`src/rtl/core/dhcp_option_lease_extractor_assert.svh`:
```
// Assertion macros shared by the DHCP option lease extractor modules.
`ifndef DHCP_OPTION_LEASE_EXTRACTOR_ASSERT_SVH
`define DHCP_OPTION_LEASE_EXTRACTOR_ASSERT_SVH

// Condition must hold at every clock edge outside reset.
`define DOLX_ASSERT_ALWAYS(lbl, cond) \
  lbl: assert property (@(posedge clk) disable iff (!rst_n) (cond)) \
    else $error("dolx assertion failed");

// Antecedent implies consequent in the same cycle.
`define DOLX_ASSERT_IMPL(lbl, ante, cons) \
  lbl: assert property (@(posedge clk) disable iff (!rst_n) (ante) |-> (cons)) \
    else $error("dolx assertion failed");

// Antecedent implies consequent in the next cycle.
`define DOLX_ASSERT_NEXT(lbl, ante, cons) \
  lbl: assert property (@(posedge clk) disable iff (!rst_n) (ante) |=> (cons)) \
    else $error("dolx assertion failed");

`endif

```
`src/rtl/core/dolx_pkg.sv`:
```
// Shared types, option codes and helper functions of the DHCP option lease extractor.
package dolx_pkg;

  // Parser phase, one-hot
  typedef enum logic [3:0] {
    PH_CODE  = 4'b0001,
    PH_LEN   = 4'b0010,
    PH_VALUE = 4'b0100,
    PH_DONE  = 4'b1000
  } phase_t;

  // Option codes
  localparam logic [7:0] CODE_PAD    = 8'd0;
  localparam logic [7:0] CODE_MASK   = 8'd1;
  localparam logic [7:0] CODE_ROUTER = 8'd3;
  localparam logic [7:0] CODE_DNS    = 8'd6;
  localparam logic [7:0] CODE_TIME   = 8'd42;
  localparam logic [7:0] CODE_LEASE  = 8'd51;
  localparam logic [7:0] CODE_END    = 8'd255;

  // Seen-option flag bits
  localparam logic [4:0] FLAG_MASK   = 5'b00001;
  localparam logic [4:0] FLAG_ROUTER = 5'b00010;
  localparam logic [4:0] FLAG_DNS    = 5'b00100;
  localparam logic [4:0] FLAG_TIME   = 5'b01000;
  localparam logic [4:0] FLAG_LEASE  = 5'b10000;

  // Address bytes kept per option; value index saturates here
  localparam logic [2:0] ADDR_BYTES = 3'd4;

  // One options byte handed from the input register to the parser
  typedef struct packed {
    logic       vld;
    logic [7:0] data;
    logic       last;
  } step_t;

  // Stored values reported on the last byte
  typedef struct packed {
    logic [31:0] mask;
    logic [31:0] router;
    logic [31:0] dns;
    logic [31:0] tsrv;
    logic [31:0] lease;
    logic [4:0]  found;
  } result_t;

  // Flag bit of a kept option, zero for any other code
  function automatic logic [4:0] flag_of(input logic [7:0] code);
    logic [4:0] f;
    unique case (code)
      CODE_MASK:   f = FLAG_MASK;
      CODE_ROUTER: f = FLAG_ROUTER;
      CODE_DNS:    f = FLAG_DNS;
      CODE_TIME:   f = FLAG_TIME;
      CODE_LEASE:  f = FLAG_LEASE;
      default:     f = 5'b00000;
    endcase
    return f;
  endfunction

  // Overwrite one byte of an address, index 0 is the most significant
  function automatic logic [31:0] put_byte(input logic [31:0] word, input logic [1:0] idx,
                                           input logic [7:0] b);
    logic [31:0] w;
    w = word;
    unique case (idx)
      2'd0: w[31:24] = b;
      2'd1: w[23:16] = b;
      2'd2: w[15:8]  = b;
      2'd3: w[7:0]   = b;
      default: w = word;
    endcase
    return w;
  endfunction

endpackage

```
`src/rtl/core/dolx_in_reg.sv`:
```
// Input register: captures one options word and holds it until the parser can take it.
module dolx_in_reg
  import dolx_pkg::*;
(
  input  logic       clk,
  input  logic       rst_n,
  input  logic       in_valid,
  output logic       in_stall,
  input  logic [7:0] in_opt_byte,
  input  logic       in_last_byte,
  input  logic       out_busy,
  output step_t      step
);

  logic       vld_r, vld_nxt;
  logic [7:0] data_r;
  logic       last_r;
  logic       can_proc;
  logic       accept;

  // A last word needs the result register; other words always move on
  assign can_proc = vld_r && !(last_r && out_busy);
  assign in_stall = vld_r && !can_proc;
  assign accept   = in_valid && !in_stall;

  assign vld_nxt = accept ? 1'b1 : (can_proc ? 1'b0 : vld_r);

  always_ff @(posedge clk) begin
    if (!rst_n) begin
      vld_r <= 1'b0;
    end else begin
      vld_r <= vld_nxt;
    end
  end

  // Payload, no reset
  always_ff @(posedge clk) begin
    if (accept) begin
      data_r <= in_opt_byte;
      last_r <= in_last_byte;
    end
  end

  assign step.vld  = can_proc;
  assign step.data = data_r;
  assign step.last = last_r;

endmodule

```
`src/rtl/core/dolx_parser.sv`:
```
// Option record walker: parse state, seen flags and the persistent value stores.
`include "dhcp_option_lease_extractor_assert.svh"

module dolx_parser
  import dolx_pkg::*;
(
  input  logic    clk,
  input  logic    rst_n,
  input  step_t   step,
  output logic    res_fire,
  output result_t res
);

  phase_t      phase_r, phase_nxt;
  logic [7:0]  code_r, code_nxt;
  logic [7:0]  left_r, left_nxt;
  logic [2:0]  idx_r, idx_nxt;
  logic [4:0]  seen_r, seen_nxt;
  logic [31:0] mask_r, mask_nxt;
  logic [31:0] router_r, router_nxt;
  logic [31:0] dns_r, dns_nxt;
  logic [31:0] tsrv_r, tsrv_nxt;
  logic [31:0] lease_r, lease_nxt;
  logic [4:0]  flag;

  assign flag = flag_of(step.data);

  // One record step per word
  always_comb begin
    phase_nxt  = phase_r;
    code_nxt   = code_r;
    left_nxt   = left_r;
    idx_nxt    = idx_r;
    seen_nxt   = seen_r;
    mask_nxt   = mask_r;
    router_nxt = router_r;
    dns_nxt    = dns_r;
    tsrv_nxt   = tsrv_r;
    lease_nxt  = lease_r;
    res_fire   = 1'b0;
    res        = '0;
    if (step.vld) begin
      unique case (phase_r)
        PH_CODE: begin
          if (step.data == CODE_END) begin
            phase_nxt = PH_DONE;
          end else if (step.data != CODE_PAD) begin
            // only the first record of a kept code is stored
            if ((flag != 5'b00000) && ((seen_r & flag) == 5'b00000)) begin
              seen_nxt = seen_r | flag;
              code_nxt = step.data;
            end else begin
              code_nxt = CODE_PAD;
            end
            phase_nxt = PH_LEN;
          end
        end
        PH_LEN: begin
          left_nxt = step.data;
          idx_nxt  = 3'd0;
          if (code_r == CODE_LEASE) begin
            lease_nxt = 32'd0;
          end
          phase_nxt = (step.data == 8'd0) ? PH_CODE : PH_VALUE;
        end
        PH_VALUE: begin
          if (code_r == CODE_LEASE) begin
            lease_nxt = {lease_r[23:0], step.data};
          end else if (idx_r < ADDR_BYTES) begin
            unique case (code_r)
              CODE_MASK:   mask_nxt   = put_byte(mask_r, idx_r[1:0], step.data);
              CODE_ROUTER: router_nxt = put_byte(router_r, idx_r[1:0], step.data);
              CODE_DNS:    dns_nxt    = put_byte(dns_r, idx_r[1:0], step.data);
              CODE_TIME:   tsrv_nxt   = put_byte(tsrv_r, idx_r[1:0], step.data);
              default:     mask_nxt   = mask_r;
            endcase
          end
          if (idx_r < ADDR_BYTES) begin
            idx_nxt = idx_r + 3'd1;
          end
          left_nxt = left_r - 8'd1;
          if (left_r == 8'd1) begin
            phase_nxt = PH_CODE;
          end
        end
        PH_DONE: begin
          phase_nxt = PH_DONE;
        end
        default: begin
          phase_nxt = PH_CODE;
        end
      endcase

      // Report on the last word, then start over for the next packet
      if (step.last) begin
        res_fire   = 1'b1;
        res.mask   = mask_nxt;
        res.router = router_nxt;
        res.dns    = dns_nxt;
        res.tsrv   = tsrv_nxt;
        res.lease  = lease_nxt;
        res.found  = seen_nxt;
        phase_nxt  = PH_CODE;
        code_nxt   = CODE_PAD;
        left_nxt   = 8'd0;
        idx_nxt    = 3'd0;
        seen_nxt   = 5'b00000;
      end
    end
  end

  always_ff @(posedge clk) begin
    if (!rst_n) begin
      phase_r  <= PH_CODE;
      code_r   <= CODE_PAD;
      left_r   <= 8'd0;
      idx_r    <= 3'd0;
      seen_r   <= 5'b00000;
      mask_r   <= 32'd0;
      router_r <= 32'd0;
      dns_r    <= 32'd0;
      tsrv_r   <= 32'd0;
      lease_r  <= 32'd0;
    end else begin
      phase_r  <= phase_nxt;
      code_r   <= code_nxt;
      left_r   <= left_nxt;
      idx_r    <= idx_nxt;
      seen_r   <= seen_nxt;
      mask_r   <= mask_nxt;
      router_r <= router_nxt;
      dns_r    <= dns_nxt;
      tsrv_r   <= tsrv_nxt;
      lease_r  <= lease_nxt;
    end
  end

  // Checks
  `DOLX_ASSERT_NEXT(a_clear_after_last, res_fire, (phase_r == PH_CODE) && (seen_r == 5'b00000))
  `DOLX_ASSERT_IMPL(a_code_is_seen, code_r != CODE_PAD, (seen_r & flag_of(code_r)) != 5'b00000)
  `DOLX_ASSERT_IMPL(a_value_has_bytes, phase_r == PH_VALUE, left_r != 8'd0)

endmodule

```
`src/rtl/core/dolx_out_reg.sv`:
```
// Result register: derives T1 and T2 from the lease and holds the result word.
`include "dhcp_option_lease_extractor_assert.svh"

module dolx_out_reg
  import dolx_pkg::*;
(
  input  logic        clk,
  input  logic        rst_n,
  input  logic        res_fire,
  input  result_t     res,
  output logic        out_busy,
  output logic        out_valid,
  input  logic        out_stall,
  output logic [31:0] out_subnet_mask,
  output logic [31:0] out_router_addr,
  output logic [31:0] out_dns_addr,
  output logic [31:0] out_time_server_addr,
  output logic [31:0] out_lease_seconds,
  output logic [30:0] out_renew_seconds,
  output logic [31:0] out_rebind_seconds,
  output logic [4:0]  out_found_mask
);

  logic        valid_r, valid_nxt;
  logic [34:0] seven_eighths;
  logic [31:0] mask_r, router_r, dns_r, tsrv_r, lease_r, rebind_r;
  logic [30:0] renew_r;
  logic [4:0]  found_r;

  // 7 * lease as 8 * lease - lease, then drop three bits
  assign seven_eighths = {res.lease, 3'b000} - {3'b000, res.lease};

  assign out_busy  = valid_r && out_stall;
  assign valid_nxt = res_fire || out_busy;

  always_ff @(posedge clk) begin
    if (!rst_n) begin
      valid_r <= 1'b0;
    end else begin
      valid_r <= valid_nxt;
    end
  end

  // Result payload, no reset
  always_ff @(posedge clk) begin
    if (res_fire) begin
      mask_r   <= res.mask;
      router_r <= res.router;
      dns_r    <= res.dns;
      tsrv_r   <= res.tsrv;
      lease_r  <= res.lease;
      renew_r  <= res.lease[31:1];
      rebind_r <= seven_eighths[34:3];
      found_r  <= res.found;
    end
  end

  assign out_valid            = valid_r;
  assign out_subnet_mask      = mask_r;
  assign out_router_addr      = router_r;
  assign out_dns_addr         = dns_r;
  assign out_time_server_addr = tsrv_r;
  assign out_lease_seconds    = lease_r;
  assign out_renew_seconds    = renew_r;
  assign out_rebind_seconds   = rebind_r;
  assign out_found_mask       = found_r;

  // Checks
  `DOLX_ASSERT_NEXT(a_held_while_stalled, out_busy, valid_r)
  `DOLX_ASSERT_ALWAYS(a_no_overwrite, !(res_fire && out_busy))

endmodule

```
`src/rtl/core/dhcp_option_lease_extractor.sv`:
```
// Top level of the DHCP option lease extractor.
//
// Input channel: one options byte per word (in_opt_byte), in_last_byte marks the
// final byte of a packet. A word moves when in_valid is high and in_stall low.
// Result channel: one word per packet, issued for the last byte, carrying the
// stored mask, router, DNS and time server addresses, the lease, T1 = lease/2,
// T2 = floor(7*lease/8) and the mask of options seen in this packet.
// Throughput: one byte per cycle unless a last byte waits on a held result; the
// record walk is a single register update per byte.
// Result path: the last byte passes the input register, then the result register;
// it waits in the input register while a held result blocks the result register.
// Receiver stall: a held result keeps its word; non-final bytes keep flowing,
// and only a following last byte waits in the input register, which then
// raises in_stall until the result register frees.
// Reset (rst_n low, synchronous): parse state returns to PH_CODE; seen flags and
// all stores clear to zero. The stores persist across packets; parse state
// restarts after each last byte.
module dhcp_option_lease_extractor
  import dolx_pkg::*;
(
  input  logic        clk,
  input  logic        rst_n,
  input  logic        in_valid,
  output logic        in_stall,
  input  logic [7:0]  in_opt_byte,
  input  logic        in_last_byte,
  output logic        out_valid,
  input  logic        out_stall,
  output logic [31:0] out_subnet_mask,
  output logic [31:0] out_router_addr,
  output logic [31:0] out_dns_addr,
  output logic [31:0] out_time_server_addr,
  output logic [31:0] out_lease_seconds,
  output logic [30:0] out_renew_seconds,
  output logic [31:0] out_rebind_seconds,
  output logic [4:0]  out_found_mask
);

  step_t   step;
  result_t res;
  logic    res_fire;
  logic    out_busy;

  dolx_in_reg u_in_reg (
    .clk          (clk),
    .rst_n        (rst_n),
    .in_valid     (in_valid),
    .in_stall     (in_stall),
    .in_opt_byte  (in_opt_byte),
    .in_last_byte (in_last_byte),
    .out_busy     (out_busy),
    .step         (step)
  );

  dolx_parser u_parser (
    .clk      (clk),
    .rst_n    (rst_n),
    .step     (step),
    .res_fire (res_fire),
    .res      (res)
  );

  dolx_out_reg u_out_reg (
    .clk                  (clk),
    .rst_n                (rst_n),
    .res_fire             (res_fire),
    .res                  (res),
    .out_busy             (out_busy),
    .out_valid            (out_valid),
    .out_stall            (out_stall),
    .out_subnet_mask      (out_subnet_mask),
    .out_router_addr      (out_router_addr),
    .out_dns_addr         (out_dns_addr),
    .out_time_server_addr (out_time_server_addr),
    .out_lease_seconds    (out_lease_seconds),
    .out_renew_seconds    (out_renew_seconds),
    .out_rebind_seconds   (out_rebind_seconds),
    .out_found_mask       (out_found_mask)
  );

endmodule

```
`config.mk`:
```
export PLATFORM = sky130hd
export DESIGN_NAME = dhcp_option_lease_extractor
export DESIGN_NICKNAME = d
export VERILOG_FILES = /design/src/rtl/core/dolx_pkg.sv /design/src/rtl/core/dolx_in_reg.sv /design/src/rtl/core/dolx_parser.sv /design/src/rtl/core/dolx_out_reg.sv /design/src/rtl/core/dhcp_option_lease_extractor.sv
export VERILOG_INCLUDE_DIRS = /design/src /design/src/rtl/core
export SDC_FILE = /design/constraint.sdc
export NUM_CORES = 1
export LEC_CHECK = 0
export ABC_AREA = 1
export BUFFER_PORTS_ARGS = -buffer_cell sky130_fd_sc_hd__clkbuf_2
export CORE_MARGIN = 10
export CORE_UTILIZATION = 40
export CTS_CLUSTER_SIZE = 10
export DETAILED_ROUTE_END_ITERATION = 7
export PLACE_DENSITY = 0.65
export SYNTH_ARGS = -nofsm -noshare
export SYNTH_HDL_FRONTEND = slang
export SYNTH_SLANG_ARGS = --single-unit
```
`constraint.sdc`:
```
create_clock -name clk -period 10.4 [get_ports clk]
set_input_delay 1.56 -clock clk [delete_from_list [all_inputs] [get_ports clk]]
set_output_delay 1.56 -clock clk [all_outputs]
set_load 0.005 [all_outputs]
```
# Word level (Yosys, flattened, before mapping)
# Index checks and enable logic that the tools add are counted.
# Widths: inputs -> output; s select.
# totals
out_inout_bits,230
elab_cells,138
inputBits,13
regBits,427
# op_classes
n_addsub,3
muxes,63
n_eq_ne,23
n_reduce_logical,24
n_bitwise,2
n_lt_le_gt_ge,1
# ops
cell,count
$mux 32,18
$mux 8,22
$mux 37,2
$pmux 32 s2,1
$sub 35x32->35,1
$eq 8x6->1 const B,4
$mux 5,5
$pmux 5 s5,1
$eq 8x1->1 const B,3
$eq 8x2->1 const B,2
$eq 8x3->1 const B,2
$mux 4,4
$pmux 4 s4,1
$pmux 8 s2,1
$mux 3,3
$eq 8x8->1 const B,1
$logic_not 8->1,1
$reduce_bool 8->1,1
$sub 8x1->8 const B,1
$logic_and 1x1->1,6
$ne 3x2->1 const B,2
$pmux 3 s2,1
$reduce_and 3->1,2
$reduce_bool 2->1,3
21 further kinds,28

# Depth between registers and ports, before layout
# Gate-level depths: netlist of run 1.
# depth
depth_word,12
ltp_mapped,23
depth_no_buf,21

# Modules after synthesis
# From an unflattened synthesis of run 1, not the netlist that was laid out.
# unflattened
cells_unflattened,2504
hier_area_um2,19487.4
# by_module_without_submodules
module,cells_each,n_inst,area_each_um2,seq_area_each_um2
dolx_parser,1745,1,10543.9,3763.6
dolx_out_reg,738,1,8592.0,5935.7
dolx_in_reg,21,1,351.6,290.3

# Worst setup path after synthesis of run 1
# Ideal clock, no wire load.
# synth_timing
kind,in2reg
from,in out_stall
to,reg u_out_reg.rebind_r[22] (netlist: u_out_reg.out_rebind_seconds[22]) (data pin)
setup_ns,0.258
path_slack_ns,4.023
path_buffers,0
arrival_ns,6.119
stages,18
required_ns,10.142
path_cell_list,nand2_1 -> inv_1 -> nand2_1 -> nand2_1 -> inv_1 -> nand2_1 -> inv_2 -> nand2_1 -> inv_1 -> ha_1 -> a21oi_1 -> inv_1 -> a211oi_1 -> nor2_1 -> a211oi_1 -> nand2_1 -> a21oi_1 -> xnor2_1
# synth_lines
element,line,text
start: declaration,dhcp_option_lease_extractor.sv:28,"input logic out_stall,"
end signal: assignment,dolx_out_reg.sv:53,rebind_r <= seven_eighths[34:3];
end: declaration,dolx_out_reg.sv:26,"logic [31:0] mask_r, router_r, dns_r, tsrv_r, lease_r, rebind_r;"

==> flow_summary.html, run 1 <==
<table>
<tr><th>Metric</th><th>Value</th></tr>
<tr><th colspan="2">Outcome</th></tr>
<tr><td>Result of the run</td><td>completed</td></tr>
<tr><th colspan="2">STA</th></tr>
<tr><td>Skew final</td><td>0.0260 ns</td></tr>
<tr><td>Endpoints failing hold</td><td>0</td></tr>
<tr><td>Max Transition Viols Final</td><td>0</td></tr>
<tr><td>Setup violation total in the final timing report</td><td>0</td></tr>
<tr><td>Maximum clock rate</td><td>157 MHz</td></tr>
<tr><td>Clock period minus worst slack</td><td>6.38 ns</td></tr>
<tr><td>RSZ-0062 raised after global routing</td><td>no</td></tr>
<tr><td>Smallest hold slack</td><td>0.446 ns</td></tr>
<tr><td>Transition time at the pin with the least slew margin</td><td>between 1 and 1.5 ns</td></tr>
<tr><td>Setup_tns</td><td>0 ns</td></tr>
<tr><td>Remaining max-slew budget at the tightest pin</td><td>0.233</td></tr>
<tr><td>Post-route clock period utilization</td><td>0.614</td></tr>
<tr><th colspan="2">Floorplan</th></tr>
<tr><td>Row cnt</td><td>78</td></tr>
<tr><td>Num ports</td><td>243</td></tr>
<tr><td>Die height</td><td>around 230 um</td></tr>
<tr><td>Die area</td><td>approximately 54000 sq um</td></tr>
<tr><td>Core area</td><td>~45000 sq um</td></tr>
<tr><td>Starting density of the core</td><td>0.403</td></tr>
<tr><td>DIE WIDTH</td><td>233 um</td></tr>
<tr><th colspan="2">Logic synthesis</th></tr>
<tr><td>Most area-consuming cells after synthesis</td><td>edfxtp_1, dfxtp_1, nand2_1, a21oi_1, o211ai_1</td></tr>
<tr><td>Number of flops mapped to enable cells by yosys</td><td>~200</td></tr>
<tr><td>Number of storage elements in the synthesis netlist</td><td>about 400</td></tr>
<tr><td>Fraction of post-synthesis cell area in the top cell type by area</td><td>0.341</td></tr>
<tr><td>Count of yosys warnings during synthesis</td><td>0</td></tr>
<tr><td>Synth area leader</td><td>edfxtp_1</td></tr>
<tr><td>Post-Synthesis Cell Area</td><td>18200 sq um</td></tr>
<tr><td>Average footprint of a synthesized cell</td><td>8.90 sq um</td></tr>
<tr><td>Gate count after technology mapping</td><td>2040</td></tr>
<tr><td>Proportion of synthesized flip-flops having asynchronous set or reset</td><td>0</td></tr>
<tr><td>Main flop type after synthesis</td><td>edfxtp_1</td></tr>
<tr><td>Fraction of the yosys area taken by sequential cells</td><td>0.550</td></tr>
<tr><td>Total nets after synthesis</td><td>2088</td></tr>
<tr><td>Synth unique cells</td><td>47</td></tr>
<tr><th colspan="2">Global routing</th></tr>
<tr><td>Pin count of the biggest net entering global routing</td><td>118</td></tr>
<tr><td>Total GRT Usage</td><td>0.182</td></tr>
<tr><td>Wire length of the first global-routing pass</td><td>approximately 80000 um</td></tr>
<tr><td>Sum of overflow across all layers after global routing</td><td>0</td></tr>
<tr><td>Vias in the first global route</td><td>13.7k</td></tr>
<tr><td>Number of antenna violations at the first check in global routing</td><td>2</td></tr>
<tr><th colspan="2">Critical path</th></tr>
<tr><td>Slowest Stage Delay on Critical Path</td><td>0.76 ns</td></tr>
<tr><td>Buffers &amp; Inverters on Critical Path</td><td>6</td></tr>
<tr><td>Critical path required time</td><td>10.73 ns</td></tr>
<tr><td>Series of cell instances along the critical path</td><td>clkbuf_2 &gt; nand2_1 &gt; inv_1 &gt; nand2_1 &gt; nand2_4 &gt; inv_4 &gt; nand2_1 &gt; inv_8 &gt; nand2_1 &gt; inv_1 &gt; ha_1 &gt; a21oi_1 &gt; inv_1 &gt; a211oi_1 &gt; nor2_1 &gt; a211oi_1 &gt; nand2_1 &gt; nand4_1 &gt; nand2_1 &gt; nand2_1 &gt; nand2_1</td></tr>
<tr><td>Kind of critical path</td><td>primary input to flop</td></tr>
<tr><td>Worst-path maximum fanout</td><td>about 120</td></tr>
<tr><td>Critical Path Sink Type</td><td>flop</td></tr>
<tr><td>Arrival time reported for the critical path endpoint</td><td>6.71 ns</td></tr>
<tr><td>Slowest cell on the critical path</td><td>inv_4</td></tr>
<tr><td>Cell occurring most often along the worst timing path</td><td>nand2_1</td></tr>
<tr><td>Kind of launch point of the worst setup path</td><td>primary input</td></tr>
<tr><td>Cell type group with the largest total delay on the critical path</td><td>simple AND/OR/NAND/NOR gates</td></tr>
<tr><th colspan="2">CTS</th></tr>
<tr><td>CTS Buffer Depth</td><td>3</td></tr>
<tr><td>Number of sinks driven by the clock tree</td><td>roughly 400</td></tr>
<tr><td>Number of buffers added to fix hold violations after cts</td><td>0</td></tr>
<tr><td>Source-to-sink clock delay at the later pin of the worst-skew pair</td><td>0.59 ns</td></tr>
<tr><td>Post-CTS setup repair buffer count</td><td>0</td></tr>
<tr><td>Cells resized by post-CTS repair</td><td>0</td></tr>
<tr><td>Clock tree root buffer cell</td><td>clkbuf_16</td></tr>
<tr><td>CTS clk-pin slew, worst paths</td><td>0.06 ns</td></tr>
<tr><td>Clock tree from TritonCTS</td><td>yes</td></tr>
<tr><td>CTS HTree Levels</td><td>2</td></tr>
<tr><td>CTS buffer count</td><td>47</td></tr>
<tr><th colspan="2">Cells and area</th></tr>
<tr><td>Final core utilization</td><td>0.464</td></tr>
<tr><td>Commonest cells after routing, fill and taps aside</td><td>nand2_1, nor2_1, clkbuf_2</td></tr>
<tr><td>Nets</td><td>2242</td></tr>
<tr><td>Layout overhead on the synthesized area</td><td>15.1%</td></tr>
<tr><td>Most frequent standard cell in the layout excluding fill and tap cells</td><td>nand2_1</td></tr>
<tr><td>Share of final-layout standard cells stronger than drive strength 1</td><td>0.161</td></tr>
<tr><td>Filler cell count in the final layout</td><td>4331</td></tr>
<tr><th colspan="2">Detailed routing</th></tr>
<tr><td>Final wirelength</td><td>51500 um</td></tr>
<tr><td>First DRT Iteration DRCs</td><td>~1.5k</td></tr>
<tr><td>Wire length per cell</td><td>approximately 18 um</td></tr>
<tr><td>Detailed-route DRC error count</td><td>0</td></tr>
<tr><td>Post-detailed-route count of antenna-violating nets</td><td>0</td></tr>
<tr><td>Detailed-route via count</td><td>between 10k and 15k</td></tr>
<tr><td>Via density</td><td>5.22</td></tr>
<tr><td>1st-pass router iterations</td><td>8</td></tr>
<tr><th colspan="2">Placed design</th></tr>
<tr><td>GPL Wtd Cong</td><td>between 0.8 and 0.9</td></tr>
<tr><td>Input/output buffers</td><td>242</td></tr>
<tr><td>Detailed placement HPWL</td><td>34300 um</td></tr>
<tr><th colspan="2">Power and ir drop</th></tr>
<tr><td>Total power per unit cell area</td><td>roughly 160 nW/um^2</td></tr>
<tr><td>Worst supply voltage drop on vdd</td><td>around 0.12 mV</td></tr>
<tr><td>Leak Pwr</td><td>between 8 and 9 nW</td></tr>
<tr><th colspan="2">Min path</th></tr>
<tr><td>Hold Crit Class</td><td>flop to flop</td></tr>
<tr><th colspan="2">Job</th></tr>
<tr><td>Max Cap Violations</td><td>0</td></tr>
</table>
==> synth_stat cells, types with 2 or more instances <==
library cell / n
o21ai_1: 2
inv_2: 3
clkinv_1: 5
nor2_4: 18
o21ai_0: 48
a21boi_0: 3
o21ai_2: 5
nor2_1: 244
a211oi_1: 5
a31oi_1: 4
inv_1: 147
nor2_2: 2
nor3_1: 10
clkbuf_1: 83
nand3_1: 39
a21oi_1: 229
buf_2: 5
ha_1: 35
nand2_2: 9
and3_1: 2
buf_6: 5
nand2_1: 470
nand4_1: 9
xor2_1: 16
xnor2_1: 4
nand3_2: 2
o22ai_1: 21
a21o_1: 3
dfxtp_1: 190
buf_4: 43
nor4_1: 10
buf_1: 8
edfxtp_1: 206
o211ai_1: 133
o21a_1: 4
nand2_4: 6
o31ai_1: 2
==> cell families (layout without fill, tap and decap cells) <==
group                      after synthesis  in the layout  share of synthesized area
xor gates and xnor gates                20             20                    0.00964
other                                    0              1                          0
AOI/OAI and AO/OA                      467            467                      0.154
and+or+nand+nor                        823            823                      0.189
DFF                                    396            396                      0.550
adders and majority gates               35             35                     0.0241
buffers and inverters                  299            492                     0.0731
==> power breakdown <==
group	internal (mW)	switching [mW]
Clock	0.903	0.649
Sequential	1.67	0.0162
Combinational	0.0359	0.121
Total	2.60	0.786
==> final cells by class <==
| class | count | area, sq um | share of cell area |
|---|---|---|---|
| Multi-Input combinational cell | 1345 | 6850 | 0.328 |
| Clock buffer | 83 | 1380 | 0.0662 |
| Clock inverter | 5 | 65.1 | 0.00311 |
| Inverter | 155 | 597 | 0.0285 |
| Tap cell | 600 | 751 | 0.0359 |
| Timing Repair Buffer | 249 | 1260 | 0.0604 |
| Sequential cell | 396 | 9990 | 0.478 |
| Antenna cell | 1 | 2.50 | 0.000120 |
==> stage by stage <==
stage	cell area [sq um]	instances	total power [mW]	setup WS, ns
global route	20900	2834	3.50	3.51
detailed placement	19500	2745	1.87	3.53
CTS	20900	2833	3.43	4.14
global placement	19500	2745	1.87	3.61
finish	20900	2834	3.39	4.02
floorplan	18200	2040	1.81	4.02
==> path summary, 6_finish.rpt <==
| path | from | to | slack [ns] | cells past startpoint |
|---|---|---|---|---|
| worst max register to register | u_in_reg.last_r | u_out_reg.out_rebind_seconds[30] | 4.37 | 18 |
| worst max-delay path | out_stall | u_out_reg.out_rebind_seconds[30] | 4.02 | 21 |
| worst min-delay path | u_parser.code_r[7] | u_parser.code_r[7] | 0.45 | 2 |
| worst min register to register | u_parser.code_r[7] | u_parser.code_r[7] | 0.45 | 2 |
==> metal layers <==
metal / vias up / wire [um] / GRT usage
met5: - / 0 / 0
met4: 0 / 1450 / 0.0635
met3: 84 / 2870 / 0.0283
met2: 408 / 25300 / 0.305
met1: 7068 / 21900 / 0.235
li1: 7223 / - / -
==> sequential cells by signal (all words and copies together), names as in the netlist, 3 cells and up <==
register                        flops
u_out_reg.out_dns_addr             32
u_out_reg.out_rebind_seconds       32
u_out_reg.out_router_addr          32
u_out_reg.out_subnet_mask          32
u_out_reg.out_time_server_addr     32
u_parser.dns_r                     32
u_parser.lease_r                   32
u_parser.mask_r                    32
u_parser.router_r                  32
u_parser.tsrv_r                    32
u_out_reg.out_renew_seconds        31
u_in_reg.data_r                     8
u_parser.code_r                     8
u_parser.left_r                     8
u_out_reg.out_found_mask            5
u_parser.seen_r                     5
u_parser.phase_r                    4
u_parser.idx_r                      3
==> worst register-to-register path: stages (launching register included) <==
cell and delay (ns):
edfxtp_1 0.70, nand2_1 0.25, nand2_4 0.43, inv_4 0.79, nand2_1 0.62, inv_8 0.64
nand2_1 0.63, inv_1 0.18, ha_1 0.30, a21oi_1 0.16, inv_1 0.09, a211oi_1 0.27
nor2_1 0.07, a211oi_1 0.17, nand2_1 0.19, nand4_1 0.12, nand2_1 0.07, nand2_1 0.06
nand2_1 0.06
Power figures use the tool's default switching activity.
==> inputs of run 2 (changes only) <==
--- a/config.mk
+++ b/config.mk
@@ -6,7 +6,7 @@
 export SDC_FILE = /design/constraint.sdc
 export NUM_CORES = 1
 export LEC_CHECK = 0
-export ABC_AREA = 1
+export ABC_AREA = 0
 export BUFFER_PORTS_ARGS = -buffer_cell sky130_fd_sc_hd__clkbuf_2
 export CORE_MARGIN = 10
 export CORE_UTILIZATION = 40
==> constraint.sdc (replaced) <==
create_clock -name clk -period 6.4 [get_ports clk]
set_input_delay 0.96 -clock clk [delete_from_list [all_inputs] [get_ports clk]]
set_output_delay 0.96 -clock clk [all_outputs]
set_load 0.005 [all_outputs]
==> run 2 against run 1 <==
Synthesized area up 0.48%. Register-to-register slack worse by 2.8 ns. Critical endpoint is now u_out_reg.out_rebind_seconds[31]. Largest cell class unchanged. Critical path depth down 8. Via count down 4.3%. Sequential power up 62%. Count of clock-buffer cells in the layout down 3. Synthesized cell count down 11%. Critical path type is now flop to flop. Cell area up 0.79%. Setup slack worse by 2.5 ns.
==> flow_summary.html, run 2 <==
<table>
<tr><th>Metric</th><th>Value</th></tr>
<tr><th colspan="2">Cells and area</th></tr>
<tr><td>Multi-input logic area</td><td>7360 sq um (was 6850 sq um)</td></tr>
<tr><td>Nets</td><td>2020 (was 2242)</td></tr>
<tr><td>Most frequent standard cell in the layout excluding fill and tap cells</td><td>clkbuf_2 (was nand2_1)</td></tr>
<tr><td>Layout overhead on the synthesized area</td><td>15.5% (was 15.1%)</td></tr>
<tr><td>Number of diodes</td><td>0 (was 1)</td></tr>
<tr><td>Commonest cells after routing, fill and taps aside</td><td>clkbuf_2, nor2_1, edfxtp_1 (was nand2_1, nor2_1, clkbuf_2)</td></tr>
<tr><td>Share of final-layout standard cells stronger than drive strength 1</td><td>0.179 (was 0.161)</td></tr>
<tr><td>Seq. cell area</td><td>9990 sq um (unchanged)</td></tr>
<tr><td>Filler cell count in the final layout</td><td>4273 (was 4331)</td></tr>
<tr><th colspan="2">Logic synthesis</th></tr>
<tr><td>Fraction of post-synthesis cell area in the top cell type by area</td><td>0.339 (was 0.341)</td></tr>
<tr><td>Most area-consuming cells after synthesis</td><td>edfxtp_1, dfxtp_1, mux2i_1, nor2_1, a21oi_1 (was edfxtp_1, dfxtp_1, nand2_1, a21oi_1, o211ai_1)</td></tr>
<tr><td>Number of flops mapped to enable cells by yosys</td><td>206 (unchanged)</td></tr>
<tr><td>Count of yosys warnings during synthesis</td><td>0 (unchanged)</td></tr>
<tr><td>Leading post-synthesis cells by instance count</td><td>nor2_1, edfxtp_1, nand2_1, dfxtp_1, a21oi_1 (was nand2_1, nor2_1, a21oi_1, edfxtp_1, dfxtp_1)</td></tr>
<tr><td>Adder-cell area share of the yosys netlist</td><td>0.0240 (was 0.0241)</td></tr>
<tr><td>Combinational family with the most area after synthesis</td><td>simple AND/OR/NAND/NOR gates (unchanged)</td></tr>
<tr><td>Proportion of synthesized flip-flops having asynchronous set or reset</td><td>0 (unchanged)</td></tr>
<tr><td>Simple-gate share of the synthesized area</td><td>0.163 (was 0.189)</td></tr>
<tr><td>Proportion of synthesized area in mux cells</td><td>0.0724 (was 0)</td></tr>
<tr><td>Total nets after synthesis</td><td>1869 (was 2088)</td></tr>
<tr><td>Synth unique cells</td><td>71 (was 47)</td></tr>
<tr><td>Average footprint of a synthesized cell</td><td>10.0 sq um (was 8.90 sq um)</td></tr>
<tr><td>Gate count after technology mapping</td><td>1821 (was 2040)</td></tr>
<tr><td>Number of storage elements in the synthesis netlist</td><td>396 (unchanged)</td></tr>
<tr><td>Xor and xnor area share after synthesis</td><td>0.0154 (was 0.00964)</td></tr>
<tr><td>Most instantiated library cell after synthesis</td><td>nor2_1 (was nand2_1)</td></tr>
<tr><td>Fraction of the yosys area taken by sequential cells</td><td>0.547 (was 0.550)</td></tr>
<tr><td>Compound-Gate Fraction of Synth Area</td><td>0.127 (was 0.154)</td></tr>
<tr><td>Post-Synthesis Cell Area</td><td>18300 sq um (was 18200 sq um)</td></tr>
<tr><td>Synth area leader</td><td>edfxtp_1 (unchanged)</td></tr>
<tr><td>Main flop type after synthesis</td><td>edfxtp_1 (unchanged)</td></tr>
<tr><th colspan="2">Min path</th></tr>
<tr><td>Hold Crit Class</td><td>flop to flop (unchanged)</td></tr>
<tr><th colspan="2">Power and ir drop</th></tr>
<tr><td>Leak Pwr</td><td>7.98 nW (was 8.21 nW)</td></tr>
<tr><td>Total power per unit cell area</td><td>256 nW/um^2 (was 162 nW/um^2)</td></tr>
<tr><td>Fraction of power consumed by combinational cells</td><td>0.039 (was 0.046)</td></tr>
<tr><td>Reg power frac</td><td>0.506 (was 0.496)</td></tr>
<tr><td>Internal power summed over all cells</td><td>4.16 mW (was 2.60 mW)</td></tr>
<tr><td>Switching share of power</td><td>0.227 (was 0.232)</td></tr>
<tr><td>Net switching power</td><td>1.22 mW (was 0.786 mW)</td></tr>
<tr><td>Part of the power in the clock network</td><td>0.455 (was 0.458)</td></tr>
<tr><td>Worst supply voltage drop on vdd</td><td>0.207 mV (was 0.120 mV)</td></tr>
<tr><th colspan="2">STA</th></tr>
<tr><td>Skew final</td><td>0.0286 ns (was 0.0260 ns)</td></tr>
<tr><td>Remaining max-slew budget at the tightest pin</td><td>0.200 (was 0.233)</td></tr>
<tr><td>Transition time at the pin with the least slew margin</td><td>1.20 ns (was 1.15 ns)</td></tr>
<tr><td>RSZ-0062 raised after global routing</td><td>no (unchanged)</td></tr>
<tr><td>Post-route clock period utilization</td><td>0.759</td></tr>
<tr><td>Max Transition Viols Final</td><td>0 (unchanged)</td></tr>
<tr><td>Setup_tns</td><td>0 ns (unchanged)</td></tr>
<tr><td>Setup violation total in the final timing report</td><td>0 (unchanged)</td></tr>
<tr><td>Smallest hold slack</td><td>0.475 ns (was 0.446 ns)</td></tr>
<tr><td>Maximum clock rate</td><td>206 MHz</td></tr>
<tr><td>Clock period minus worst slack</td><td>4.86 ns</td></tr>
<tr><td>Endpoints failing hold</td><td>0 (unchanged)</td></tr>
<tr><th colspan="2">CTS</th></tr>
<tr><td>CTS clk-pin slew, worst paths</td><td>0.05 ns (was 0.06 ns)</td></tr>
<tr><td>Clock tree from TritonCTS</td><td>yes (unchanged)</td></tr>
<tr><td>CTS HTree Levels</td><td>2 (unchanged)</td></tr>
<tr><td>Cells resized by post-CTS repair</td><td>0 (unchanged)</td></tr>
<tr><td>Number of sinks driven by the clock tree</td><td>396 (unchanged)</td></tr>
<tr><td>CTS buffer count</td><td>47 (unchanged)</td></tr>
<tr><td>Clock tree root buffer cell</td><td>clkbuf_16 (unchanged)</td></tr>
<tr><td>Source-to-sink clock delay at the later pin of the worst-skew pair</td><td>0.59 ns (about the same)</td></tr>
<tr><td>Number of buffers added to fix hold violations after cts</td><td>0 (unchanged)</td></tr>
<tr><td>Post-CTS setup repair buffer count</td><td>0 (unchanged)</td></tr>
<tr><td>CTS Buffer Depth</td><td>3 (unchanged)</td></tr>
<tr><th colspan="2">Detailed routing</th></tr>
<tr><td>Detailed-route DRC error count</td><td>0 (unchanged)</td></tr>
<tr><td>Final wirelength</td><td>49200 um (was 51500 um)</td></tr>
<tr><td>Post-detailed-route count of antenna-violating nets</td><td>0 (unchanged)</td></tr>
<tr><td>Detailed-route via count</td><td>14.1k (was 14.8k)</td></tr>
<tr><td>1st-pass router iterations</td><td>6 (was 8)</td></tr>
<tr><td>Wire length per cell</td><td>18.9 um (was 18.2 um)</td></tr>
<tr><td>First DRT Iteration DRCs</td><td>1216 (was 1541)</td></tr>
<tr><td>Via density</td><td>5.42 (was 5.22)</td></tr>
<tr><th colspan="2">Floorplan</th></tr>
<tr><td>DIE WIDTH</td><td>234 um (was 233 um)</td></tr>
<tr><td>Row cnt</td><td>78 (unchanged)</td></tr>
<tr><td>Core area</td><td>45300 sq um (was 45100 sq um)</td></tr>
<tr><td>Die height</td><td>234 um (was 233 um)</td></tr>
<tr><td>Starting density of the core</td><td>0.403 (about the same)</td></tr>
<tr><td>Num ports</td><td>243 (unchanged)</td></tr>
<tr><td>Die area</td><td>54600 sq um (was 54300 sq um)</td></tr>
<tr><th colspan="2">Critical path</th></tr>
<tr><td>Kind of launch point of the worst setup path</td><td>flop (was primary input)</td></tr>
<tr><td>Critical path required time</td><td>6.73 ns (was 10.73 ns)</td></tr>
<tr><td>Critical Path Sink Type</td><td>flop (unchanged)</td></tr>
<tr><td>Kind of critical path</td><td>flop to flop (was primary input to flop)</td></tr>
<tr><td>Worst-path maximum fanout</td><td>23 (was 117)</td></tr>
<tr><td>Arrival time reported for the critical path endpoint</td><td>5.19 ns (was 6.71 ns)</td></tr>
<tr><th colspan="2">Placed design</th></tr>
<tr><td>Input/output buffers</td><td>242 (unchanged)</td></tr>
<tr><td>Detailed placement HPWL</td><td>31000 um (was 34300 um)</td></tr>
<tr><td>GPL Wtd Cong</td><td>0.905 (was 0.864)</td></tr>
<tr><th colspan="2">Global routing</th></tr>
<tr><td>Number of antenna violations at the first check in global routing</td><td>0 (was 2)</td></tr>
<tr><td>Pin count of the biggest net entering global routing</td><td>104 (was 118)</td></tr>
<tr><td>Vias in the first global route</td><td>13.7k (about the same)</td></tr>
<tr><td>Total GRT Usage</td><td>0.174 (was 0.182)</td></tr>
<tr><td>Sum of overflow across all layers after global routing</td><td>0 (unchanged)</td></tr>
<tr><td>Wire length of the first global-routing pass</td><td>76100 um (was 78700 um)</td></tr>
<tr><th colspan="2">Job</th></tr>
<tr><td>Max Cap Violations</td><td>0 (unchanged)</td></tr>
<tr><th colspan="2">Outcome</th></tr>
<tr><td>Result of the run</td><td>completed (unchanged)</td></tr>
</table>
-- run 2: cell count changes after synthesis, moves of 26 or more --
cell,change
nand2_1,-270
a21oi_1,-56
nand3_1,+68
mux2i_1,+132
a22o_1,+26
a22oi_1,+45
inv_1,-106
o211ai_1,-130
-- run 2: cells by family after synthesis --
kind of cell / Yosys count
simple gates: 644
flops: 396
compound gates: 374
buf+inv: 208
mux: 132
fa+ha+maj: 35
xor+xnor: 32
-- run 2: per-layer routing --
layer,vias up,part of all wire,GRT usage
met1,6811,0.42,0.219
met4,0,0.025,0.0667
met3,93,0.061,0.0305
met5,-,0,0
li1,6767,-,-
met2,469,0.49,0.294
-- run 2: worst paths after layout --
kind | slack [ns] | depth (start not counted) | from | to
setup / recovery | 1.54 | 13 | u_parser.phase_r[1] | u_out_reg.out_rebind_seconds[31]
hold / removal | 0.47 | 2 | u_parser.router_r[26] | u_parser.router_r[26]
setup reg to reg | 1.54 | 13 | u_parser.phase_r[1] | u_out_reg.out_rebind_seconds[31]
hold reg to reg | 0.47 | 2 | u_parser.router_r[26] | u_parser.router_r[26]
-- run 2: area by class of cell --
type / instances / area share
flip-flops and latches: 396 / 0.474
multi-input cells: 1217 / 0.349
repair buffers: 267 / 0.0664
clock buffers: 80 / 0.0626
well taps: 600 / 0.0356
inverters: 43 / 0.00825
clock inverters: 7 / 0.00356
-- run 2: critical path: stages (launching register included) --
cell      delay, ns
dfxtp_1        0.54
xnor2_1        0.16
nand4b_1       0.90
a22oi_1        0.43
nor2_1         0.10
ha_1           0.39
a21o_1         0.17
a21oi_1        0.25
o221ai_1       0.17
a41o_1         0.27
a221oi_2       0.48
o21ai_1        0.29
a211oi_1       0.33
xnor2_1        0.09
-- run 2: per-stage QoR --
step           utilization  cells  area [sq um]  power, mW  setup slack, ns
3_5_place_dp         0.435   2523         19700       2.99             1.60
2_1_floorplan            -   1821         18300       2.89             1.04
5_1_grt              0.465   2610         21100       5.58             1.16
6_report             0.465   2610         21100       5.39             1.54
3_3_place_gp         0.435   2523         19700       2.99             1.71
4_1_cts              0.465   2610         21100       5.46             1.59
-- run 2: power groups by stage --
stage,registers (mW),clock network [mW],logic [mW]
4_1_cts,2.73,2.52,0.213
6_report,2.73,2.45,0.209
2_1_floorplan,2.78,0,0.113
3_5_place_dp,2.78,0,0.212
5_1_grt,2.73,2.62,0.226
3_3_place_gp,2.78,0,0.210
